--- src/hw/rtl/assert_macros.svh ---
// Assertion macros shared by the button click classifier modules.
`ifndef ASSERT_MACROS_SVH
`define ASSERT_MACROS_SVH

// Check a property on every clock edge outside reset.
`define BCC_ASSERT(lbl, clk, rstn, prop, msg) \
  lbl: assert property (@(posedge clk) disable iff (!rstn) (prop)) \
    else $error(msg);

// Check that a condition leads to a consequence in the next cycle.
`define BCC_ASSERT_NEXT(lbl, clk, rstn, ante, cons, msg) \
  lbl: assert property (@(posedge clk) disable iff (!rstn) (ante) |=> (cons)) \
    else $error(msg);

`endif

--- src/hw/rtl/bcc_pkg.sv ---
// Types, constants and register map of the button click classifier.
package bcc_pkg;

  localparam int unsigned NUM_KEYS_DEF   = 4;
  localparam int unsigned RING_DEPTH_DEF = 16;
  localparam int unsigned LEVEL_BITS     = 4;
  localparam int unsigned CODE_W         = 4;
  localparam int unsigned CNT_W          = 8;
  localparam int unsigned REPEAT_W       = 5;
  localparam int unsigned PADDR_W        = 4;
  localparam int unsigned PDATA_W        = 32;

  localparam logic [CNT_W-1:0] LONG_HOLD_RST = 8'd100;
  localparam logic [CNT_W-1:0] WINDOW_RST    = 8'd30;

  // Register indexes (byte address / 4)
  typedef logic [1:0] reg_idx_t;
  localparam reg_idx_t REG_LONG_HOLD = 2'd0;
  localparam reg_idx_t REG_WINDOW    = 2'd1;
  localparam reg_idx_t REG_REPEAT_EN = 2'd2;

  // Input actions
  localparam logic ACT_SCAN = 1'b0;
  localparam logic ACT_POP  = 1'b1;

  // Code kinds added to key*3
  localparam int unsigned KIND_SINGLE = 1;
  localparam int unsigned KIND_DOUBLE = 2;
  localparam int unsigned KIND_LONG   = 3;

  typedef enum logic [1:0] {
    PH_IDLE     = 2'd0,
    PH_DEBOUNCE = 2'd1,
    PH_HOLD     = 2'd2,
    PH_LONG     = 2'd3
  } phase_e;

  typedef enum logic [1:0] {
    EV_NONE  = 2'd0,
    EV_SHORT = 2'd1,
    EV_LONG  = 2'd2
  } event_e;

  typedef struct packed {
    logic [CNT_W-1:0] long_hold;
    logic [CNT_W-1:0] window;
    logic             repeat_en;
  } cfg_t;

  typedef struct packed {
    logic              valid;
    logic [CODE_W-1:0] code;
  } code_t;

endpackage

--- src/hw/rtl/button_click_event_classifier_core.sv ---
// Top level of the button click classifier: lanes, merge stage, ring and registers.
//
//   channel | direction | handshake                 | payload
//   --------+-----------+---------------------------+------------------------
//   in      | to core   | in_valid_i / in_stall_o   | action_i, key_levels_i
//   out     | from core | out_valid_o / out_stall_i | click_code_o
//   cfg     | to core   | psel, penable, pready     | paddr, pwdata, prdata
//
// On a pop the ring is read at the transfer and the code sits in the output
// register on the next cycle. A scan tick updates all key lanes at once; the
// merge stage then pushes each code the tick raises into the ring in turn,
// lowest key first, since the ring has a single write port.
// in_stall_o stays high while codes drain and while a taken pop result waits
// under out_stall_i. Reset clears all lane state and both ring pointers.
`include "assert_macros.svh"

module button_click_event_classifier_core #(
  parameter int unsigned NUM_KEYS   = bcc_pkg::NUM_KEYS_DEF,
  parameter int unsigned RING_DEPTH = bcc_pkg::RING_DEPTH_DEF
) (
  input  logic                         clk_i,
  input  logic                         rst_ni,
  // input channel
  input  logic                         in_valid_i,
  output logic                         in_stall_o,
  input  logic                         action_i,
  input  logic [bcc_pkg::LEVEL_BITS-1:0] key_levels_i,
  // output channel
  output logic                         out_valid_o,
  input  logic                         out_stall_i,
  output logic [bcc_pkg::CODE_W-1:0]   click_code_o,
  // configuration port
  input  logic                         psel,
  input  logic                         penable,
  input  logic                         pwrite,
  input  logic [bcc_pkg::PADDR_W-1:0]  paddr,
  input  logic [bcc_pkg::PDATA_W-1:0]  pwdata,
  output logic [bcc_pkg::PDATA_W-1:0]  prdata,
  output logic                         pready
);

  logic [bcc_pkg::CNT_W-1:0] long_hold_q;
  logic [bcc_pkg::CNT_W-1:0] window_q;
  logic                      repeat_en_q;
  bcc_pkg::cfg_t             cfg;
  bcc_pkg::reg_idx_t         reg_idx;
  logic                      cfg_wr;

  logic           in_xfer;
  logic           tick;
  logic           pop;
  logic           merge_busy;
  logic           pop_ready;
  bcc_pkg::code_t lane_codes [NUM_KEYS];
  bcc_pkg::code_t push;
  logic           any_code;

  // ---------------------------------------------------------------------
  // Configuration registers: write on the access phase, read back at once
  // ---------------------------------------------------------------------
  assign pready  = 1'b1;
  assign reg_idx = paddr[3:2];
  assign cfg_wr  = psel && penable && pwrite && pready;

  always_ff @(posedge clk_i or negedge rst_ni) begin
    if (!rst_ni) begin
      long_hold_q <= bcc_pkg::LONG_HOLD_RST;
      window_q    <= bcc_pkg::WINDOW_RST;
      repeat_en_q <= 1'b0;
    end else if (cfg_wr) begin
      unique case (reg_idx)
        bcc_pkg::REG_LONG_HOLD: long_hold_q <= pwdata[bcc_pkg::CNT_W-1:0];
        bcc_pkg::REG_WINDOW:    window_q    <= pwdata[bcc_pkg::CNT_W-1:0];
        bcc_pkg::REG_REPEAT_EN: repeat_en_q <= pwdata[0];
        default: ;
      endcase
    end
  end

  always_comb begin
    unique case (reg_idx)
      bcc_pkg::REG_LONG_HOLD: prdata = bcc_pkg::PDATA_W'(long_hold_q);
      bcc_pkg::REG_WINDOW:    prdata = bcc_pkg::PDATA_W'(window_q);
      bcc_pkg::REG_REPEAT_EN: prdata = bcc_pkg::PDATA_W'(repeat_en_q);
      default:                prdata = '0;
    endcase
  end

  assign cfg = '{long_hold: long_hold_q, window: window_q, repeat_en: repeat_en_q};

  // ---------------------------------------------------------------------
  // Input transfer: hold off while codes drain or a result is stuck
  // ---------------------------------------------------------------------
  assign in_stall_o = merge_busy || !pop_ready;
  assign in_xfer    = in_valid_i && !in_stall_o;
  assign tick       = in_xfer && (action_i == bcc_pkg::ACT_SCAN);
  assign pop        = in_xfer && (action_i == bcc_pkg::ACT_POP);

  // ---------------------------------------------------------------------
  // Key lanes: one per key, all advanced by the same scan tick
  // ---------------------------------------------------------------------
  for (genvar k = 0; k < NUM_KEYS; k++) begin : g_lane
    logic released;
    if (k < bcc_pkg::LEVEL_BITS) begin : g_pin
      assign released = key_levels_i[k];
    end else begin : g_nopin
      // keys without a pin read as released
      assign released = 1'b1;
    end

    bcc_lane #(
      .KEY_INDEX (k)
    ) u_lane (
      .clk_i      (clk_i),
      .rst_ni     (rst_ni),
      .tick_i     (tick),
      .released_i (released),
      .cfg_i      (cfg),
      .code_o     (lane_codes[k])
    );
  end

  always_comb begin
    any_code = 1'b0;
    for (int k = 0; k < NUM_KEYS; k++) any_code = any_code | lane_codes[k].valid;
  end

  // ---------------------------------------------------------------------
  // Merge stage: push the tick's codes into the ring, lowest key first
  // ---------------------------------------------------------------------
  bcc_merge #(
    .NUM_KEYS (NUM_KEYS)
  ) u_merge (
    .clk_i   (clk_i),
    .rst_ni  (rst_ni),
    .load_i  (tick),
    .lanes_i (lane_codes),
    .busy_o  (merge_busy),
    .push_o  (push)
  );

  // ---------------------------------------------------------------------
  // Code ring and output register
  // ---------------------------------------------------------------------
  bcc_ring #(
    .RING_DEPTH (RING_DEPTH)
  ) u_ring (
    .clk_i        (clk_i),
    .rst_ni       (rst_ni),
    .push_i       (push),
    .pop_i        (pop),
    .pop_ready_o  (pop_ready),
    .out_valid_o  (out_valid_o),
    .out_stall_i  (out_stall_i),
    .click_code_o (click_code_o)
  );

  `BCC_ASSERT(a_no_xfer_while_drain, clk_i, rst_ni, !(in_xfer && push.valid), "input taken while codes drain")
  `BCC_ASSERT_NEXT(a_codes_start_drain, clk_i, rst_ni, tick && any_code, merge_busy, "tick codes were not queued")

endmodule

--- src/hw/rtl/bcc_lane.sv ---
// One key lane: debounce, hold timing and click classification.
module bcc_lane #(
  parameter int unsigned KEY_INDEX = 0
) (
  input  logic             clk_i,
  input  logic             rst_ni,
  input  logic             tick_i,
  input  logic             released_i,
  input  bcc_pkg::cfg_t    cfg_i,
  output bcc_pkg::code_t   code_o
);

  localparam logic [bcc_pkg::CODE_W-1:0] CodeSingle =
    bcc_pkg::CODE_W'((KEY_INDEX * 3 + bcc_pkg::KIND_SINGLE) % 16);
  localparam logic [bcc_pkg::CODE_W-1:0] CodeDouble =
    bcc_pkg::CODE_W'((KEY_INDEX * 3 + bcc_pkg::KIND_DOUBLE) % 16);
  localparam logic [bcc_pkg::CODE_W-1:0] CodeLong =
    bcc_pkg::CODE_W'((KEY_INDEX * 3 + bcc_pkg::KIND_LONG) % 16);

  bcc_pkg::phase_e               phase_q, phase_d;
  logic [bcc_pkg::CNT_W-1:0]     hold_q, hold_d;
  logic [bcc_pkg::REPEAT_W-1:0]  rep_q, rep_d, rep_inc;
  logic                          wait_q, wait_d;
  logic [bcc_pkg::CNT_W-1:0]     win_q, win_d, win_inc;
  bcc_pkg::event_e               ev;

  always_ff @(posedge clk_i or negedge rst_ni) begin
    if (!rst_ni) begin
      phase_q <= bcc_pkg::PH_IDLE;
      hold_q  <= '0;
      rep_q   <= '0;
      wait_q  <= 1'b0;
      win_q   <= '0;
    end else begin
      phase_q <= phase_d;
      hold_q  <= hold_d;
      rep_q   <= rep_d;
      wait_q  <= wait_d;
      win_q   <= win_d;
    end
  end

  always_comb begin
    phase_d = phase_q;
    hold_d  = hold_q;
    rep_d   = rep_q;
    wait_d  = wait_q;
    win_d   = win_q;
    rep_inc = rep_q + 5'd1;
    win_inc = win_q + 8'd1;
    ev      = bcc_pkg::EV_NONE;
    code_o  = '0;
    if (tick_i) begin
      unique case (phase_q)
        bcc_pkg::PH_IDLE: begin
          if (!released_i) phase_d = bcc_pkg::PH_DEBOUNCE;
        end
        bcc_pkg::PH_DEBOUNCE: begin
          if (!released_i) begin
            hold_d  = '0;
            phase_d = bcc_pkg::PH_HOLD;
          end else begin
            phase_d = bcc_pkg::PH_IDLE;
          end
        end
        bcc_pkg::PH_HOLD: begin
          if (released_i) begin
            ev      = bcc_pkg::EV_SHORT;
            phase_d = bcc_pkg::PH_IDLE;
          end else begin
            hold_d = hold_q + 8'd1;
            if (hold_d >= cfg_i.long_hold) begin
              ev      = bcc_pkg::EV_LONG;
              phase_d = bcc_pkg::PH_LONG;
            end
          end
        end
        bcc_pkg::PH_LONG: begin
          if (released_i) begin
            phase_d = bcc_pkg::PH_IDLE;
          end else if (cfg_i.repeat_en) begin
            // repeat counter keeps its value across holds
            if (rep_inc[bcc_pkg::REPEAT_W-1]) begin
              rep_d = '0;
              ev    = bcc_pkg::EV_LONG;
            end else begin
              rep_d = rep_inc;
            end
          end
        end
        default: phase_d = bcc_pkg::PH_IDLE;
      endcase

      if (!wait_q) begin
        if (ev == bcc_pkg::EV_SHORT) begin
          win_d  = '0;
          wait_d = 1'b1;
        end else if (ev == bcc_pkg::EV_LONG) begin
          code_o = '{valid: 1'b1, code: CodeLong};
        end
      end else if (ev == bcc_pkg::EV_SHORT) begin
        code_o = '{valid: 1'b1, code: CodeDouble};
        wait_d = 1'b0;
      end else begin
        // a long inside the window is dropped; the window keeps running
        win_d = win_inc;
        if (win_inc >= cfg_i.window) begin
          code_o = '{valid: 1'b1, code: CodeSingle};
          wait_d = 1'b0;
        end
      end
    end
  end

endmodule

--- src/hw/rtl/bcc_merge.sv ---
// Merge stage: hold the codes of one tick and push them in key order.
`include "assert_macros.svh"

module bcc_merge #(
  parameter int unsigned NUM_KEYS = bcc_pkg::NUM_KEYS_DEF
) (
  input  logic           clk_i,
  input  logic           rst_ni,
  input  logic           load_i,
  input  bcc_pkg::code_t lanes_i [NUM_KEYS],
  output logic           busy_o,
  output bcc_pkg::code_t push_o
);

  localparam int unsigned KeyW = (NUM_KEYS > 1) ? $clog2(NUM_KEYS) : 1;

  logic [NUM_KEYS-1:0]       pending_q, pending_d;
  logic [bcc_pkg::CODE_W-1:0] codes_q [NUM_KEYS];
  logic [KeyW-1:0]           sel;

  always_comb begin
    sel = '0;
    for (int k = NUM_KEYS - 1; k >= 0; k--) begin
      if (pending_q[k]) sel = KeyW'(k);
    end
  end

  assign busy_o      = |pending_q;
  assign push_o.valid = busy_o;
  assign push_o.code  = codes_q[sel];

  always_comb begin
    pending_d = pending_q;
    if (load_i) begin
      for (int k = 0; k < NUM_KEYS; k++) pending_d[k] = lanes_i[k].valid;
    end else if (busy_o) begin
      pending_d = pending_q & ~(NUM_KEYS'(1) << sel);
    end
  end

  always_ff @(posedge clk_i or negedge rst_ni) begin
    if (!rst_ni) begin
      pending_q <= '0;
    end else begin
      pending_q <= pending_d;
    end
  end

  always_ff @(posedge clk_i) begin
    if (load_i) begin
      for (int k = 0; k < NUM_KEYS; k++) codes_q[k] <= lanes_i[k].code;
    end
  end

  `BCC_ASSERT(a_load_when_idle, clk_i, rst_ni, !(load_i && busy_o), "tick loaded while draining")
  `BCC_ASSERT_NEXT(a_drain_one, clk_i, rst_ni, busy_o, $countones(pending_q) == $countones($past(pending_q)) - 1, "drain did not retire one code")

endmodule

--- src/hw/rtl/bcc_ring.sv ---
// Code ring with registered read and the output register.
`include "assert_macros.svh"

module bcc_ring #(
  parameter int unsigned RING_DEPTH = bcc_pkg::RING_DEPTH_DEF
) (
  input  logic                       clk_i,
  input  logic                       rst_ni,
  input  bcc_pkg::code_t             push_i,
  input  logic                       pop_i,
  output logic                       pop_ready_o,
  output logic                       out_valid_o,
  input  logic                       out_stall_i,
  output logic [bcc_pkg::CODE_W-1:0] click_code_o
);

  localparam int unsigned AddrW = $clog2(RING_DEPTH);
  localparam logic [AddrW-1:0] LastAddr = AddrW'(RING_DEPTH - 1);

  logic [bcc_pkg::CODE_W-1:0] mem [RING_DEPTH];
  logic [AddrW-1:0]           head_q, tail_q;
  logic [bcc_pkg::CODE_W-1:0] rd_q;
  logic                       empty_q;
  logic                       out_valid_q;
  logic                       empty;

  assign empty        = (head_q == tail_q);
  assign pop_ready_o  = !out_valid_q || !out_stall_i;
  assign out_valid_o  = out_valid_q;
  assign click_code_o = empty_q ? '0 : rd_q;

  always_ff @(posedge clk_i) begin
    if (push_i.valid) mem[tail_q] <= push_i.code;
  end

  always_ff @(posedge clk_i) begin
    if (pop_i) begin
      rd_q    <= mem[head_q];
      empty_q <= empty;
    end
  end

  always_ff @(posedge clk_i or negedge rst_ni) begin
    if (!rst_ni) begin
      head_q      <= '0;
      tail_q      <= '0;
      out_valid_q <= 1'b0;
    end else begin
      // no full check: an overrun simply laps the head
      if (push_i.valid) tail_q <= (tail_q == LastAddr) ? '0 : tail_q + 1'b1;
      if (pop_i && !empty) head_q <= (head_q == LastAddr) ? '0 : head_q + 1'b1;
      if (pop_i) begin
        out_valid_q <= 1'b1;
      end else if (!out_stall_i) begin
        out_valid_q <= 1'b0;
      end
    end
  end

  `BCC_ASSERT(a_no_push_on_pop, clk_i, rst_ni, !(push_i.valid && pop_i), "push and pop in one cycle")

endmodule

--- config.mk ---
export PLATFORM = sky130hd
export DESIGN_NAME = button_click_event_classifier_core
export DESIGN_NICKNAME = d
export VERILOG_FILES = /design/src/hw/rtl/bcc_pkg.sv /design/src/hw/rtl/button_click_event_classifier_core.sv /design/src/hw/rtl/bcc_lane.sv /design/src/hw/rtl/bcc_merge.sv /design/src/hw/rtl/bcc_ring.sv
export VERILOG_INCLUDE_DIRS = /design/src /design/src/hw/rtl
export SDC_FILE = /design/constraint.sdc
export NUM_CORES = 1
export LEC_CHECK = 0
export BUFFER_PORTS_ARGS = -buffer_cell sky130_fd_sc_hd__clkbuf_2
export CORE_MARGIN = 2
export CORE_UTILIZATION = 40
export CTS_BUF_LIST = sky130_fd_sc_hd__clkbuf_2
export DETAILED_ROUTE_END_ITERATION = 8
export PLACE_DENSITY = 0.59
export SLEW_MARGIN = 20
export SYNTH_ARGS = -nofsm -noshare
export SYNTH_HDL_FRONTEND = slang
export SYNTH_SLANG_ARGS = --single-unit
--- constraint.sdc ---
create_clock -name clk_i -period 2.6 [get_ports clk_i]
set_input_delay 0.26 -clock clk_i [delete_from_list [all_inputs] [get_ports clk_i]]
set_output_delay 0.26 -clock clk_i [all_outputs]
set_load 0.05 [all_outputs]
# Word level (Yosys, flattened, before mapping)
# Memory sizes are Yosys's and may differ from the RTL's. A register that Yosys moved wholly into a read port is not among the register bits.
# Cells that the tools add are included.
# classes
mux	136
n_eq_ne	50
addsub	14
n_reduce_logical	47
shifts	1
bitwise_logic	7
order_cmp	8
# op_table
cell	n
$mux W8	20
$mux W5	24
$mux W2	48
$add A8 B1 Y8 const B	8
$ge A8 B8 Y1	8
$pmux W8 S2	4
$reduce_and A4 Y1	12
$ne A2 B2 Y1 const B	20
$mux W4	9
$pmux W2 S4	4
$eq A2 B2 Y1 const B	13
$pmux W8 S3	1
$mux W1	22
$add A5 B1 Y5 const B	4
$eq A2 B1 Y1 const B	9
$reduce_bool A2 Y1	9
$pmux W2 S2	4
$ne A3 B2 Y1 const B	4
$reduce_and A3 Y1	4
$logic_not A2 Y1	5
$add A4 B1 Y4 const B	2
$eq A4 B4 Y1 const B	2
$logic_and A1 B1 Y1	6
$reduce_and A2 Y1	3
9 further kinds	18
# totals
ff_bits	127
n_memories	2
inputBits	48
ramBits	80
# memory_table
memory	depth	width	rd	rd_clocked_by_memory_dff	wr	line	text
u_ring.mem	16	4	1	1	1	bcc_ring.sv:20	logic [bcc_pkg::CODE_W-1:0] mem [RING_DEPTH];
u_merge.codes_q	4	4	1	0	4	bcc_merge.sv:18	logic [bcc_pkg::CODE_W-1:0] codes_q [NUM_KEYS];

# Longest topological paths before layout
# depth
depth_word	14
ltp_mapped	11
mapped_depth_nobuf	11

# By module
# From an unflattened synthesis, not the netlist that was laid out.
# unflattened
hier_cells	1047
hier_area_um2	11750.0
# by_module_without_submodules
module	area_per_inst_um2	cells_per_inst	seq_area_each_um2	n_inst
bcc_ring	3244.4	198	2297.2	1
bcc_lane (g_lane[1].u_lane)	1669.1	175	575.6	1
bcc_lane (g_lane[0].u_lane)	1664.1	177	575.6	1
bcc_lane (g_lane[2].u_lane)	1655.3	179	575.6	1
bcc_lane (g_lane[3].u_lane)	1644.1	175	575.6	1
button_click_event_classifier_core	1051.0	88	434.2	1
bcc_merge	822.0	55	580.6	1

# Worst setup path after synthesis
# Ideal clock, no wire load.
# synth_path
path_kind	reg2reg
startpoint	register u_merge.pending_q[1]
endpoint	register u_ring.head_q[1]
synth_period_minus_slack_ns	2.426
setup_time_ns	0.125
n_path_buf	2
path_stages_with_launch	7
t_arrival_ns	2.301
required_ns	2.475
path_slack_ns	0.174
cell_sequence	dfrtp_1 > or4_1 > buf_4 > buf_6 > nor3_1 > nand2_1 > mux2_2
# synth_between
elab_chain_cells	6
# synth_lines
item	line	text
start: declaration	bcc_merge.sv:17	logic [NUM_KEYS-1:0] pending_q, pending_d;
start signal: assignment	bcc_merge.sv:45	pending_q <= pending_d;
$reduce_or A4 Y1	bcc_merge.sv:28	assign busy_o = |pending_q;
$logic_or A1 B1 Y1	button_click_event_classifier_core.sv:94	assign in_stall_o = merge_busy || !pop_ready;
$logic_not A1 Y1	button_click_event_classifier_core.sv:95	assign in_xfer = in_valid_i && !in_stall_o;
$logic_and A1 B1 Y1	button_click_event_classifier_core.sv:95	
$logic_and A1 B1 Y1	button_click_event_classifier_core.sv:97	assign pop = in_xfer && (action_i == bcc_pkg::ACT_POP);
via pop	button_click_event_classifier_core.sv:51	logic pop;
$logic_and A1 B1 Y1	bcc_ring.sv:51	if (pop_i && !empty) head_q <= (head_q == LastAddr) ? '0 : head_q + 1'b1;
end signal: assignment	bcc_ring.sv:51	
end: declaration	bcc_ring.sv:21	logic [AddrW-1:0] head_q, tail_q;
# The timed path passes the listed nets, and every way through them passes these cells.
# A chain may end at the register's enable or synchronous reset.

# Final worst setup path
# layout_path
startpoint	register g_lane[1].u_lane.hold_q[0] (netlist name)
endpoint	register u_merge.pending_q[1]
# layout_between
elab_chain_cells	12
word_cells_on_any_way	14
classes_between	add/sub: 1; order compare: 1; eq/ne: 2; mux: 10
# layout_lines
item	line	text
start: declaration	bcc_lane.sv:21	logic [bcc_pkg::CNT_W-1:0] hold_q, hold_d;
start signal: assignment	bcc_lane.sv:36	hold_q <= hold_d;
$add A8 B1 Y8 *	bcc_lane.sv:71	hold_d = hold_q + 8'd1;
$ge A8 B8 Y1 *	bcc_lane.sv:72	if (hold_d >= cfg_i.long_hold) begin
$mux W2 *	bcc_lane.sv:72	
$mux W2 *	bcc_lane.sv:67	if (released_i) begin
$pmux W2 S2 *	bcc_lane.sv:54	unique case (phase_q)
$mux W2 *	bcc_lane.sv:53	if (tick_i) begin
$eq A2 B2 Y1	bcc_lane.sv:98	end else if (ev == bcc_pkg::EV_LONG) begin
$mux W5	bcc_lane.sv:98	
$mux W5	bcc_lane.sv:95	if (ev == bcc_pkg::EV_SHORT) begin
$mux W5 *	bcc_lane.sv:94	if (!wait_q) begin
$mux W5 *	bcc_lane.sv:53	
$mux W4 *	bcc_merge.sv:34	if (load_i) begin
# Mark *: on every way between the ends. The rest lies on a longest branch, timed or not. The select of a mux whose other input is x is not followed.

==> impl_results.md <==
- Layout Skew: 0.105 ns
- Via count: 9,040
- Max cap viols: 0
- CP Launch Type: flop
- H-tree levels: 2
- Critical-path cell list: buf_4, ha_2, xor2_1, ha_1, a211oi_1, o21ai_0, a41oi_2, o22ai_2, a221o_1
- Final worst setup slack: 0.107 ns
- Hold Path Depth: 5
- Tmin final: 2.49 ns
- Status: finished clean
- Slew @ Worst Pin: 0.696 ns
- Top cell type by total area after synthesis: dfrtp_1
- Most used flip-flop cell after synthesis: dfrtp_1
- Final Hold Vio Count: 0
- TNS Setup: 0 ns
- Port-buffer cells: 35
- Detailed Route WL: 27,900 µm
- CTS Root Cell: clkbuf_2
- Worst path max stage delay: 0.39 ns
- Hold EP: window_q[4]
- Distinct cells, synth: 70
- Routed Antenna Nets: 0
- Clk pin slew, worst setup/hold paths: 0.11 ns
- Mean routed wirelength per cell: 16.2 µm
- TritonCTS buffer count: 55
- Ys async rst share: 60.1%
- Area Overhead vs Synth: 16.7%
- Via/cell ratio: 5.26
- Clock latency on the worst-skew pair: 0.87 ns
- Synth area leaders: dfrtp_1 25%, edfxtp_1 21%, ha_1 8.7%
- Fmax achieved: 0.401 GHz
- Worst Reg2Reg Path Length in Cells: 9
- Crit-path max FO: 5
- Reg2reg start: g_lane[1].u_lane.hold_q[0]
- Global placer's final weighted congestion: 0.854
- Fin. max-slew vios: 0
- Worst slew margin: 53.1%
- Worst-case clock buffer depth: 3
- Die Area: 30,700 µm²
- Synth Register Bits: 203
- Pin count of the biggest net entering global routing: 55
- Number of global-route vias before repair: 8,947
- Pleak: 5.93 nW
- Critical Path Sink Type: flop
- CP Class: flop to flop
- EDFF count, synth: 81
- Pre-CTS setup slack: 0.0222 ns
- Worst EP required: 3.26 ns
- Iteration count of the initial detailed-routing pass: 6
- CTS tree: built
- Worst R2R End: u_merge.pending_q[1]
- Initial antenna violation count: 1
- Crit path arrival time: 3.15 ns
- Nets: 1,421
- 1st-iter DRT viols: 497
- Sequential fraction of the synthesis area: 46.9%
- Slowest stage cell, crit path: dfrtp_1
- Share of Yosys cell area claimed by the top area cell type: 24.6%
- Mapped cell area: 11,700 µm²
- Worst Hold Class: input port to flop
- VDD IR-drop max: 0.579 mV
- Gate Count Post-Synth: 1,143
- Die H: 175 µm
- Total GRT Usage: 18.5%
- # rows: 62
- Residual DRC: 0
- Clock sink count: 203
- Fin crit share: 95.9%
- Ys Warns: 0
- Die width: 175 µm
- Layout cells sized above 1: 20.6%
- CORE AREA: 28,800 µm²
- Synth Area per Inst: 10.3 µm²
- P per Cell Area: 946 nW/µm²
- Post-DP HPWL: 19,100 µm
- I/O pin count: 87
- Slack of the worst reg-to-reg path: 0.11 ns
- Global route overflow: 0
- HP Start: pwrite
- First-pass GRT wire length: 45,600 µm
- Initial core utilization: 40.7%
- Final setup viols: 0
==> power breakdown <==
| group | leakage [nW] | switching, mW | internal [mW] |
|---|---|---|---|
| sequential | 2.28 | 0.853 | 4.09 |
| combinational | 3.27 | 3.28 | 2.48 |
| clock | 0.374 | 1.38 | 0.845 |
| total | 5.93 | 5.52 | 7.41 |
==> critical path: cells and delay by family (launching register included) <==
family | cells | cell delay (ns)
compound gates | 5 | 1.13
xor+xnor | 1 | 0.15
fa+ha+maj | 2 | 0.49
buf+inv | 1 | 0.15
flops | 1 | 0.39
==> metrics by stage <==
step / power (mW) / utilization (%) / std cells / hold slack [ns] / instance area (µm²)
finish: 12.9 / 47.5 / 1718 / 0.179 / 13700
global route: 14.0 / 47.5 / 1718 / 0.138 / 13700
floorplan: 8.74 / - / 1166 / -0.0356 / 11800
detailed placement: 10.4 / 43.7 / 1578 / 0.303 / 12600
global placement: 10.3 / 43.7 / 1578 / 0.302 / 12600
CTS: 12.8 / 46.9 / 1714 / 0.101 / 13500
==> sequential cells by signal, summed over array words and instances (netlist names) <==
register               flops
u_ring.mem                64
g_lane.u_lane.hold_q      32
g_lane.u_lane.win_q       32
g_lane.u_lane.rep_q       16
u_merge.codes_q           12
g_lane.u_lane.phase_q      8
long_hold_q                8
window_q                   8
g_lane.u_lane.wait_q       4
u_merge.pending_q          4
u_ring.head_q              4
u_ring.rd_q                4
u_ring.tail_q              4
repeat_en_q                1
u_ring.empty_q             1
u_ring.out_valid_o         1
==> cells in the mapped netlist, drive strengths merged (20+ instances only) <==
library cell    n
a21oi          51
and2           23
buf            35
clkbuf         37
dfrtp         115
edfxtp         81
ha             81
inv            34
mux2           24
mux2i          21
nand2         139
nand3          47
nor2           55
o21ai         107
xnor2          42
xor2           20
==> logic make-up (layout without fill, tap and decap cells) <==
logic type	after synthesis	count (layout)	share of synthesized area [%]
and+or+nand+nor	370	370	15.6
AOI/OAI and AO/OA	266	266	14.1
DFF	203	203	46.9
buffers and inverters	106	273	4.42
adders and majority gates	81	81	8.65
xor gates and xnor gates	62	62	4.63
muxes	53	53	5.64
other	2	26	0.0641
==> layer usage <==
metal	track usage (%)	up-vias	wire, µm
met3	3.72	50	1280
met4	6.28	0	614
met2	29.7	201	13100
met5	0	-	0
li1	-	4448	-
met1	24.8	4341	12900
==> how the worst max path moves through the flow <==
stage	from	end	slack [ns]	depth (start not counted)
finish	g_lane[1].u_lane.hold_q[0]	u_merge.pending_q[1]	0.11	9
global route	g_lane[1].u_lane.hold_q[0]	u_merge.pending_q[1]	-0.03	9
CTS	g_lane[0].u_lane.win_q[0]	u_merge.pending_q[0]	0.001	10
global placement	g_lane[1].u_lane.hold_q[0]	u_merge.pending_q[1]	0.03	11
detailed placement	g_lane[0].u_lane.win_q[0]	u_merge.pending_q[0]	0.02	10
floorplan	u_merge.pending_q[1]	u_ring.head_q[1]	0.17	6
==> final cells by class <==
type,instances,area (µm²)
Antenna cell,1,2.50
Clock buffer,79,395
Clock inverter,19,96.3
Fill cell,2739,15100
Inverter,34,128
Multi-Input combinational cell,857,5970
Sequential cell,203,5500
Tap cell,384,480
Timing Repair Buffer,141,1100
==> what timing repair did <==
action	4_1_cts	5_1_grt
hold buffers	38	0
setup endpoints to repair	2	21
endpoints found under the hold margin	184	0
pin swaps	1	9
setup buffers	0	3
gates resized for setup	4	38
==> cells in the final DEF, fill, tap and decap left out, types with 6 or more instances in the layout <==
cell	n
a211oi_1	9
a21o_1	11
a21oi_1	46
a22o_1	11
a22oi_1	11
a31oi_1	6
and2_1	23
and3_1	15
buf_4	67
clkbuf_2	113
clkinv_1	14
conb_1	25
dfrtp_1	111
dfstp_2	7
dlygate4sd3_1	37
edfxtp_1	81
ha_1	77
inv_1	33
mux2_2	24
mux2i_1	21
mux4_2	8
nand2_1	139
nand2b_1	11
nand3_1	44
nand4_1	8
nor2_1	47
nor2b_1	14
nor3_1	15
nor4_1	14
o211ai_1	9
o21ai_0	105
xnor2_1	40
xor2_1	16
(Power assumes the default switching activity.)
